### src/ndpc_pkg.sv
// ----------------------------------------------------------------------------
// ndpc_pkg
// Types and constants shared by the Newmark predictor/corrector block.
// ----------------------------------------------------------------------------
package ndpc_pkg;

  localparam int unsigned VALUE_W   = 64;
  localparam int unsigned FRAC_BITS = 32;
  localparam int unsigned REG_W     = 33;
  localparam int unsigned CFG_IDX_W = 3;
  localparam int unsigned NUM_LANES = 5;

  localparam logic signed [VALUE_W-1:0] ONE     = 64'sh0000_0001_0000_0000;
  localparam logic signed [VALUE_W-1:0] HALF    = 64'sh0000_0000_8000_0000;
  localparam logic signed [VALUE_W-1:0] S64_MAX = 64'sh7FFF_FFFF_FFFF_FFFF;
  localparam logic signed [VALUE_W-1:0] S64_MIN = 64'sh8000_0000_0000_0000;

  typedef enum logic [1:0] {
    ACT_PREDICT,
    ACT_ACCEL_CORR,
    ACT_VELOC_CORR,
    ACT_DISPL_CORR
  } action_e;

  typedef enum logic [CFG_IDX_W-1:0] {
    REG_TIME_STEP,
    REG_ALPHA,
    REG_BETA,
    REG_PRED_VEL,
    REG_PRED_ACC
  } reg_idx_e;

  // coefficient sequencer
  typedef enum logic [2:0] {
    CS_LOAD,
    CS_MUL,
    CS_MSGN,
    CS_MRND,
    CS_DIV,
    CS_DFIN,
    CS_DONE
  } cstate_e;

  // one entry per coefficient computation, in order
  typedef enum logic [3:0] {
    ST_KA,
    ST_CUV,
    ST_HA,
    ST_HAB,
    ST_CUA0,
    ST_CUA,
    ST_HB,
    ST_CVA,
    ST_AB,
    ST_ABT,
    ST_ACC_E,
    ST_ACC_D,
    ST_VEL_E,
    ST_VEL_C,
    ST_DIS_D,
    ST_DIS_C
  } step_e;

  typedef struct packed {
    action_e                    action;
    logic signed [VALUE_W-1:0]  disp;
    logic signed [VALUE_W-1:0]  vel;
    logic signed [VALUE_W-1:0]  accel;
    logic signed [VALUE_W-1:0]  correction;
    logic                       blocked;
  } in_t;

  typedef struct packed {
    logic signed [VALUE_W-1:0] new_disp;
    logic signed [VALUE_W-1:0] new_vel;
    logic signed [VALUE_W-1:0] new_accel;
  } out_t;

  typedef struct packed {
    logic [REG_W-1:0] time_step;
    logic [REG_W-1:0] alpha_weight;
    logic [REG_W-1:0] beta_weight;
    logic [REG_W-1:0] pred_vel_weight;
    logic [REG_W-1:0] pred_acc_weight;
  } cfg_t;

  typedef struct packed {
    logic signed [VALUE_W-1:0] cuv;
    logic signed [VALUE_W-1:0] cua;
    logic signed [VALUE_W-1:0] cvv;
    logic signed [VALUE_W-1:0] cva;
    logic signed [VALUE_W-1:0] caa;
    logic signed [VALUE_W-1:0] acc_e;
    logic signed [VALUE_W-1:0] acc_d;
    logic signed [VALUE_W-1:0] vel_e;
    logic signed [VALUE_W-1:0] vel_c;
    logic signed [VALUE_W-1:0] dis_d;
    logic signed [VALUE_W-1:0] dis_c;
  } coef_t;

endpackage

### src/ndpc_coef.sv
// ----------------------------------------------------------------------------
// ndpc_coef
// Coefficient sequencer: bit-serial multiplier and restoring divider derive
// all item coefficients but cvv and caa from the configuration registers.
// ----------------------------------------------------------------------------
module ndpc_coef (
  input  logic            clk_i,
  input  logic            rst_ni,
  input  logic            restart_i,
  input  ndpc_pkg::cfg_t  cfg_i,
  output logic            busy_o,
  output ndpc_pkg::coef_t coef_o
);

  ndpc_pkg::cstate_e state_q, state_d;
  ndpc_pkg::step_e   step_q, step_d;
  logic [6:0]          cnt_q, cnt_d;
  logic [63:0]         ma_q, ma_d, mb_q, mb_d;
  logic                neg_q, neg_d;
  logic [127:0]        prod_q, prod_d;
  logic signed [128:0] wide_q, wide_d;
  logic [63:0]         den_q, den_d, rem_q, rem_d;
  logic [64:0]         quo_q, quo_d;

  logic signed [63:0] cuv_q, cua_q, cva_q, acc_e_q, acc_d_q, vel_e_q;
  logic signed [63:0] vel_c_q, dis_d_q, dis_c_q, prev_q;

  logic signed [63:0] dt, al, be, kw, hw;
  logic signed [63:0] op_a, op_b, div_src;
  logic               is_div;
  logic signed [63:0] res;
  logic               res_we;

  logic [64:0]         msum;
  logic [64:0]         r2;
  logic                ge;
  logic                rup;
  logic [65:0]         q2;
  logic signed [128:0] rsum;
  logic signed [96:0]  rsh;

  assign dt = $signed({31'd0, cfg_i.time_step});
  assign al = $signed({31'd0, cfg_i.alpha_weight});
  assign be = $signed({31'd0, cfg_i.beta_weight});
  assign kw = $signed({31'd0, cfg_i.pred_vel_weight});
  assign hw = $signed({31'd0, cfg_i.pred_acc_weight});

  // operand selection per step; prev is the last product
  always_comb begin
    op_a    = '0;
    op_b    = '0;
    div_src = '0;
    is_div  = 1'b0;
    unique case (step_q)
      ndpc_pkg::ST_KA:    begin op_a = kw; op_b = al; end
      ndpc_pkg::ST_CUV:   begin op_a = ndpc_pkg::ONE - prev_q; op_b = dt; end
      ndpc_pkg::ST_HA:    begin op_a = hw; op_b = al; end
      ndpc_pkg::ST_HAB:   begin op_a = prev_q; op_b = be; end
      ndpc_pkg::ST_CUA0:  begin op_a = ndpc_pkg::HALF - prev_q; op_b = dt; end
      ndpc_pkg::ST_CUA:   begin op_a = prev_q; op_b = dt; end
      ndpc_pkg::ST_HB:    begin op_a = hw; op_b = be; end
      ndpc_pkg::ST_CVA:   begin op_a = ndpc_pkg::ONE - prev_q; op_b = dt; end
      ndpc_pkg::ST_AB:    begin op_a = al; op_b = be; end
      ndpc_pkg::ST_ABT:   begin op_a = prev_q; op_b = dt; end
      ndpc_pkg::ST_ACC_E: begin op_a = prev_q; op_b = dt; end
      ndpc_pkg::ST_ACC_D: begin op_a = be; op_b = dt; end
      ndpc_pkg::ST_VEL_E: begin op_a = al; op_b = dt; end
      ndpc_pkg::ST_VEL_C: begin div_src = acc_d_q; is_div = 1'b1; end
      ndpc_pkg::ST_DIS_D: begin div_src = vel_e_q; is_div = 1'b1; end
      ndpc_pkg::ST_DIS_C: begin div_src = acc_e_q; is_div = 1'b1; end
      default:            begin op_a = '0; op_b = '0; end
    endcase
  end

  always_comb begin
    state_d = state_q;
    step_d  = step_q;
    cnt_d   = cnt_q;
    ma_d    = ma_q;
    mb_d    = mb_q;
    neg_d   = neg_q;
    prod_d  = prod_q;
    wide_d  = wide_q;
    den_d   = den_q;
    rem_d   = rem_q;
    quo_d   = quo_q;
    res     = '0;
    res_we  = 1'b0;

    msum = {1'b0, prod_q[127:64]} + (mb_q[0] ? {1'b0, ma_q} : 65'd0);
    r2   = {rem_q, (cnt_q == 7'd0)};
    ge   = r2 >= {1'b0, den_q};
    rup  = {rem_q, 1'b0} >= {1'b0, den_q};
    q2   = {1'b0, quo_q} + {65'd0, rup};
    rsum = wide_q + {65'd0, ndpc_pkg::HALF};
    rsh  = rsum[128:32];

    unique case (state_q)
      ndpc_pkg::CS_LOAD: begin
        cnt_d = '0;
        if (is_div) begin
          if (div_src[63] || div_src == 64'sd0) begin
            res    = ndpc_pkg::S64_MAX;
            res_we = 1'b1;
          end else begin
            den_d   = div_src;
            rem_d   = '0;
            quo_d   = '0;
            state_d = ndpc_pkg::CS_DIV;
          end
        end else begin
          ma_d    = op_a[63] ? 64'(-op_a) : op_a;
          mb_d    = op_b[63] ? 64'(-op_b) : op_b;
          neg_d   = op_a[63] ^ op_b[63];
          prod_d  = '0;
          state_d = ndpc_pkg::CS_MUL;
        end
      end
      ndpc_pkg::CS_MUL: begin
        prod_d = {msum, prod_q[63:1]};
        mb_d   = mb_q >> 1;
        cnt_d  = cnt_q + 7'd1;
        if (cnt_q == 7'd63) state_d = ndpc_pkg::CS_MSGN;
      end
      ndpc_pkg::CS_MSGN: begin
        wide_d  = neg_q ? -$signed({1'b0, prod_q}) : $signed({1'b0, prod_q});
        state_d = ndpc_pkg::CS_MRND;
      end
      ndpc_pkg::CS_MRND: begin
        if (rsh[96:63] == '0 || rsh[96:63] == '1) res = rsh[63:0];
        else res = rsh[96] ? ndpc_pkg::S64_MIN : ndpc_pkg::S64_MAX;
        res_we = 1'b1;
      end
      ndpc_pkg::CS_DIV: begin
        rem_d = ge ? 64'(r2 - {1'b0, den_q}) : r2[63:0];
        quo_d = {quo_q[63:0], ge};
        cnt_d = cnt_q + 7'd1;
        if (cnt_q == 7'd64) state_d = ndpc_pkg::CS_DFIN;
      end
      ndpc_pkg::CS_DFIN: begin
        res    = (q2 > {2'b00, ndpc_pkg::S64_MAX}) ? ndpc_pkg::S64_MAX : q2[63:0];
        res_we = 1'b1;
      end
      ndpc_pkg::CS_DONE: ;
      default: state_d = ndpc_pkg::CS_DONE;
    endcase

    if (res_we) begin
      if (step_q == ndpc_pkg::ST_DIS_C) begin
        state_d = ndpc_pkg::CS_DONE;
      end else begin
        step_d  = ndpc_pkg::step_e'(step_q + 4'd1);
        state_d = ndpc_pkg::CS_LOAD;
      end
    end

    if (restart_i) begin
      state_d = ndpc_pkg::CS_LOAD;
      step_d  = ndpc_pkg::ST_KA;
    end
  end

  always_ff @(posedge clk_i or negedge rst_ni) begin
    if (!rst_ni) begin
      state_q <= ndpc_pkg::CS_LOAD;
      step_q  <= ndpc_pkg::ST_KA;
      cnt_q   <= '0;
    end else begin
      state_q <= state_d;
      step_q  <= step_d;
      cnt_q   <= cnt_d;
    end
  end

  always_ff @(posedge clk_i) begin
    ma_q   <= ma_d;
    mb_q   <= mb_d;
    neg_q  <= neg_d;
    prod_q <= prod_d;
    wide_q <= wide_d;
    den_q  <= den_d;
    rem_q  <= rem_d;
    quo_q  <= quo_d;
    if (res_we) begin
      prev_q <= res;
      unique case (step_q)
        ndpc_pkg::ST_CUV:   cuv_q   <= res;
        ndpc_pkg::ST_CUA:   cua_q   <= res;
        ndpc_pkg::ST_CVA:   cva_q   <= res;
        ndpc_pkg::ST_ACC_E: acc_e_q <= res;
        ndpc_pkg::ST_ACC_D: acc_d_q <= res;
        ndpc_pkg::ST_VEL_E: vel_e_q <= res;
        ndpc_pkg::ST_VEL_C: vel_c_q <= res;
        ndpc_pkg::ST_DIS_D: dis_d_q <= res;
        ndpc_pkg::ST_DIS_C: dis_c_q <= res;
        default: ;
      endcase
    end
  end

  assign busy_o = state_q != ndpc_pkg::CS_DONE;

  assign coef_o.cuv   = cuv_q;
  assign coef_o.cua   = cua_q;
  assign coef_o.cvv   = ndpc_pkg::ONE - kw;
  assign coef_o.cva   = cva_q;
  assign coef_o.caa   = ndpc_pkg::ONE - hw;
  assign coef_o.acc_e = acc_e_q;
  assign coef_o.acc_d = acc_d_q;
  assign coef_o.vel_e = vel_e_q;
  assign coef_o.vel_c = vel_c_q;
  assign coef_o.dis_d = dis_d_q;
  assign coef_o.dis_c = dis_c_q;

endmodule

### config.mk
export PLATFORM = sky130hd
export DESIGN_NAME = ndpc_coef
export DESIGN_NICKNAME = d
export VERILOG_FILES = /design/src/ndpc_pkg.sv /design/src/ndpc_coef.sv
export SDC_FILE = /design/constraint.sdc
export NUM_CORES = 2
export LEC_CHECK = 0
export ABC_AREA = 1
export BUFFER_PORTS_ARGS = -buffer_cell sky130_fd_sc_hd__buf_2
export CAP_MARGIN = 30
export CORE_MARGIN = 10
export CORE_UTILIZATION = 45
export DETAILED_ROUTE_END_ITERATION = 8
export GPL_ROUTABILITY_DRIVEN = 0
export GPL_TIMING_DRIVEN = 0
export SLEW_MARGIN = 5
export SYNTH_ARGS = -nofsm -noshare
export SYNTH_HDL_FRONTEND = slang
export SYNTH_SLANG_ARGS = --single-unit
export TNS_END_PERCENT = 30
### constraint.sdc
create_clock -name clk_i -period 34.5 [get_ports clk_i]
set_input_delay 6.9 -clock clk_i [delete_from_list [all_inputs] [get_ports clk_i]]
set_output_delay 6.9 -clock clk_i [all_outputs]
set_load 0.05 [all_outputs]
==> impl_metrics.xml <==
<?xml version="1.0" encoding="UTF-8"?>
<metrics>
  <group name="status">
    <metric name="outcome" unit="">finished, final reports clean</metric>
  </group>
  <group name="grt">
    <metric name="grt_pass1_vias" unit="">58600</metric>
    <metric name="grt_pass1_wl" unit="um">405000</metric>
    <metric name="grt.met3_usage" unit="">0.0855</metric>
    <metric name="grt-busiest-layer" unit="">met2</metric>
    <metric name="antenna_found_initial" unit="">33</metric>
    <metric name="grt_start_max_net_pins" unit="">68</metric>
    <metric name="gr-total-overflow" unit="">0</metric>
    <metric name="met2_usage" unit="">0.504</metric>
    <metric name="globalRouteTotalUtil" unit="">0.327</metric>
    <metric name="groute.layer.met1.usage" unit="">0.418</metric>
  </group>
  <group name="worst_setup_path">
    <metric name="worst_endpoint_data_arrival_time" unit="ns">10.54</metric>
    <metric name="worstSetupStartpointType" unit="">primary input</metric>
    <metric name="endpoint_kind" unit="">output pin</metric>
    <metric name="path_max_fanout" unit="">27</metric>
    <metric name="worst-setup-path-type" unit="">primary input to output pin</metric>
    <metric name="cp_data_required_time" unit="ns">27.60</metric>
  </group>
  <group name="synthesis">
    <metric name="synthesis.nets" unit="">8325</metric>
    <metric name="synth-adder-area-share" unit="">0.0271</metric>
    <metric name="combinational_family_with_the_most_area_after_synthesis" unit="">simple AND/OR/NAND/NOR gates</metric>
    <metric name="post_synth_inst_count" unit="">8011</metric>
    <metric name="synth_largest_type_area_fraction" unit="">0.511</metric>
    <metric name="sequential_element_share_of_the_synthesized_area" unit="">0.516</metric>
    <metric name="syn-cell-area" unit="sq um">68000</metric>
    <metric name="syn_area_per_cell" unit="sq um">8.49</metric>
    <metric name="yosysTopAreaCell" unit="">sky130_fd_sc_hd__edfxtp_1</metric>
    <metric name="synth_compound_gate_area_share" unit="">0.0778</metric>
    <metric name="synthTopCellsByArea" unit="">sky130_fd_sc_hd__edfxtp_1, sky130_fd_sc_hd__nand2_1, sky130_fd_sc_hd__nor2_1</metric>
    <metric name="synth_xor_xnor_area_share" unit="">0.0492</metric>
    <metric name="ys.warnings.count" unit="">0</metric>
    <metric name="ys_ff_latch" unit="">1171</metric>
    <metric name="yosys.area_share.simple" unit="">0.257</metric>
    <metric name="post_synth_num_cell_types" unit="">58</metric>
    <metric name="synth_enable_flop_cells" unit="">1157</metric>
    <metric name="synth_ff_type" unit="">sky130_fd_sc_hd__edfxtp_1</metric>
    <metric name="synth-async-reset-ratio" unit="">0.0120</metric>
    <metric name="post_synth_mux_area_share" unit="">0</metric>
  </group>
  <group name="hold_path">
    <metric name="worst_hold_path_type" unit="">register to register</metric>
  </group>
  <group name="cts">
    <metric name="cts.clk_slew.worst_paths" unit="ns">0.06</metric>
    <metric name="cts_repair_resize_count" unit="">0</metric>
    <metric name="holdBufCountCts" unit="">0</metric>
    <metric name="cts-buffers-inserted" unit="">121</metric>
    <metric name="numClockSinks" unit="">1171</metric>
    <metric name="ctsLongestPathBuffers" unit="">3</metric>
    <metric name="cts_tree" unit="">done</metric>
    <metric name="postCtsSetupRepairBufs" unit="">0</metric>
    <metric name="worst_skew_pair.late_latency" unit="ns">0.81</metric>
    <metric name="root_buffer" unit="">sky130_fd_sc_hd__clkbuf_16</metric>
    <metric name="h_tree_depth" unit="">3</metric>
  </group>
  <group name="power">
    <metric name="vdd_ir_drop_max" unit="mV">0.0590</metric>
    <metric name="total_power" unit="mW">5.81</metric>
    <metric name="cell_pwr_density" unit="nW/um^2">71.9</metric>
    <metric name="share_seq_of_total_power" unit="">0.378</metric>
    <metric name="sw_frac_of_total" unit="">0.421</metric>
    <metric name="p_clk_frac" unit="">0.234</metric>
    <metric name="p_leak" unit="nW">34.3</metric>
    <metric name="power_switching" unit="mW">2.45</metric>
    <metric name="combPwrFrac" unit="">0.388</metric>
    <metric name="p_int" unit="mW">3.37</metric>
  </group>
  <group name="die">
    <metric name="die_w" unit="um">409</metric>
    <metric name="placeableCoreArea" unit="sq um">150000</metric>
    <metric name="ios" unit="">873</metric>
    <metric name="dieHeight" unit="um">409</metric>
    <metric name="rows" unit="">142</metric>
    <metric name="initial_utilization" unit="">0.453</metric>
    <metric name="floorplan.die_area" unit="sq um">167000</metric>
  </group>
  <group name="cells_and_area">
    <metric name="syn_to_final_growth" unit="%">18.9</metric>
    <metric name="num-nets-final" unit="">9402</metric>
    <metric name="regMostFlops" unit="">prod_q</metric>
    <metric name="largest_register_ff_count" unit="">128</metric>
    <metric name="most_common_library_cell_in_the_layout_ignoring_fill_and_taps" unit="">sky130_fd_sc_hd__nand2_1</metric>
    <metric name="layout.core_utilization" unit="">0.539</metric>
    <metric name="final_layout_size_suffix_gt1_frac" unit="">0.151</metric>
    <metric name="layout_common_cells" unit="">sky130_fd_sc_hd__nand2_1, sky130_fd_sc_hd__nor2_1, sky130_fd_sc_hd__edfxtp_1</metric>
    <metric name="reg.largest.list" unit="">prod_q x128, wide_q x98, quo_q x65</metric>
    <metric name="post-route-cell-area" unit="sq um">80800</metric>
  </group>
  <group name="route">
    <metric name="via_count" unit="">63400</metric>
    <metric name="routed_wire_length_per_instance" unit="um">25.6</metric>
    <metric name="number_of_detailed_routing_iterations_run_before_antenna_repair" unit="">7</metric>
    <metric name="drt_iter0_drc" unit="">8303</metric>
    <metric name="detail-route-antenna-nets" unit="">0</metric>
    <metric name="routed_via_density" unit="">5.64</metric>
    <metric name="routed_wl" unit="um">287000</metric>
    <metric name="detail_route.drc_violations" unit="">0</metric>
  </group>
  <group name="sta">
    <metric name="setup_tns" unit="ns">0</metric>
    <metric name="finalHoldViolCount" unit="">0</metric>
    <metric name="worst_margin_slew" unit="ns">1.15</metric>
    <metric name="setup_viol" unit="">0</metric>
    <metric name="post-route-period-util" unit="">0.506</metric>
    <metric name="max_freq" unit="MHz">57.3</metric>
    <metric name="fin_crit" unit="ns">17.44</metric>
    <metric name="unrepaired_setup_endpoints_after_global_routing" unit="">no</metric>
    <metric name="timing.clock.skew" unit="ns">0.0825</metric>
    <metric name="timing_max_transition_violations_final" unit="">0</metric>
    <metric name="maxSlewHeadroom" unit="">0.232</metric>
  </group>
  <group name="place">
    <metric name="post_detailed_placement_half_perimeter_wirelength" unit="um">232000</metric>
    <metric name="port-buffer-count" unit="">871</metric>
    <metric name="placed_area" unit="sq um">76500</metric>
  </group>
  <group name="run">
    <metric name="max_cap_violations" unit="">0</metric>
  </group>
</metrics>
[layer usage]
layer  wire length [um]  vias to the layer above
li1                   -                    28900
met1             110000                    29700
met2             126000                     3961
met3              33300                      754
met4              18900                       14
met5                 78                        -
[logic make-up (layout without fill, tap and decap cells)]
| group | Yosys count | after routing |
|---|---|---|
| flops | 1171 | 1171 |
| simple gates | 4171 | 4171 |
| other cells | 0 | 21 |
| xor+xnor | 382 | 382 |
| compound gates | 943 | 943 |
| buf+inv | 1198 | 2383 |
| fa+ha+maj | 146 | 146 |
[worst max-delay path, cell delays in order]
cell                      delay [ns]
sky130_fd_sc_hd__buf_2          0.16
sky130_fd_sc_hd__nor3_1         0.40
sky130_fd_sc_hd__nand2_1        0.29
sky130_fd_sc_hd__nor4_2         0.27
sky130_fd_sc_hd__nand2_1        0.15
sky130_fd_sc_hd__nor2_1         0.19
sky130_fd_sc_hd__nand2_1        0.19
sky130_fd_sc_hd__nor3_1         0.79
sky130_fd_sc_hd__nand2_1        0.27
sky130_fd_sc_hd__nor2_1         0.26
sky130_fd_sc_hd__a21oi_2        0.14
sky130_fd_sc_hd__buf_8          0.19
sky130_fd_sc_hd__buf_4          0.14
sky130_fd_sc_hd__buf_2          0.20
[metrics by stage]
stage               hold slack, ns  instances  worst slack [ns]
finish                       0.519      11200             17.06
global placement             0.497      10900             13.83
global route                 0.536      11200             16.97
floorplan                    0.495       8011             17.40
CTS                          0.517      11200             17.38
detailed placement           0.504      11000             17.39
[synthesized netlist by cell type (all sizes together) (6+ instances only)]
library cell / instances
a21boi: 14
a21o: 55
a21oi: 411
a22oi: 40
a31oi: 45
and2: 8
and3: 9
buf: 138
clkbuf: 91
dfrtp: 14
edfxtp: 1157
ha: 144
inv: 969
nand2: 1957
nand3: 522
nand3b: 19
nand4: 138
nor2: 1297
nor3: 116
nor3b: 8
nor4: 87
o211ai: 17
o21a: 28
o21ai: 290
o21bai: 17
or2: 6
xnor2: 107
xor2: 275
[final cells by class]
| class | instances | area, sq um |
|---|---|---|
| Timing Repair Buffer | 954 | 5950 |
| Buffer | 229 | 1310 |
| Clock inverter | 102 | 1120 |
| Inverter | 969 | 3640 |
| Antenna cell | 21 | 52.6 |
| Clock buffer | 129 | 3060 |
| Fill cell | 14100 | 69100 |
| Multi-Input combinational cell | 5642 | 28100 |
| Tap cell | 2016 | 2520 |
| Sequential cell | 1171 | 35100 |
[power groups by stage]
stage / logic, mW / registers (mW) / clock network, mW
2_1_floorplan: 1.34 / 2.22 / 0
3_3_place_gp: 2.04 / 2.36 / 0
3_5_place_dp: 2.17 / 2.21 / 0
4_1_cts: 2.18 / 2.19 / 1.38
5_1_grt: 2.43 / 2.21 / 1.43
6_report: 2.25 / 2.20 / 1.36
[worst paths after layout]
kind	from	to	slack, ns	depth (start not counted)
max in group asynchronous	rst_ni	state_q[2]$_DFFE_PN0P_	28.12	1
min in group asynchronous	rst_ni	step_q[2]$_DFFE_PN0P_	6.01	1
min	mb_q[13]$_DFFE_PP_	mb_q[12]$_DFFE_PP_	0.52	1
max	cfg_i[35]	coef_o[569]	17.06	14
max reg2reg	step_q[0]$_DFFE_PN0P_	dis_d_q[14]$_DFFE_PP_	27.05	24
min reg2reg	mb_q[13]$_DFFE_PP_	mb_q[12]$_DFFE_PP_	0.52	1
(Power assumes the default switching activity.)
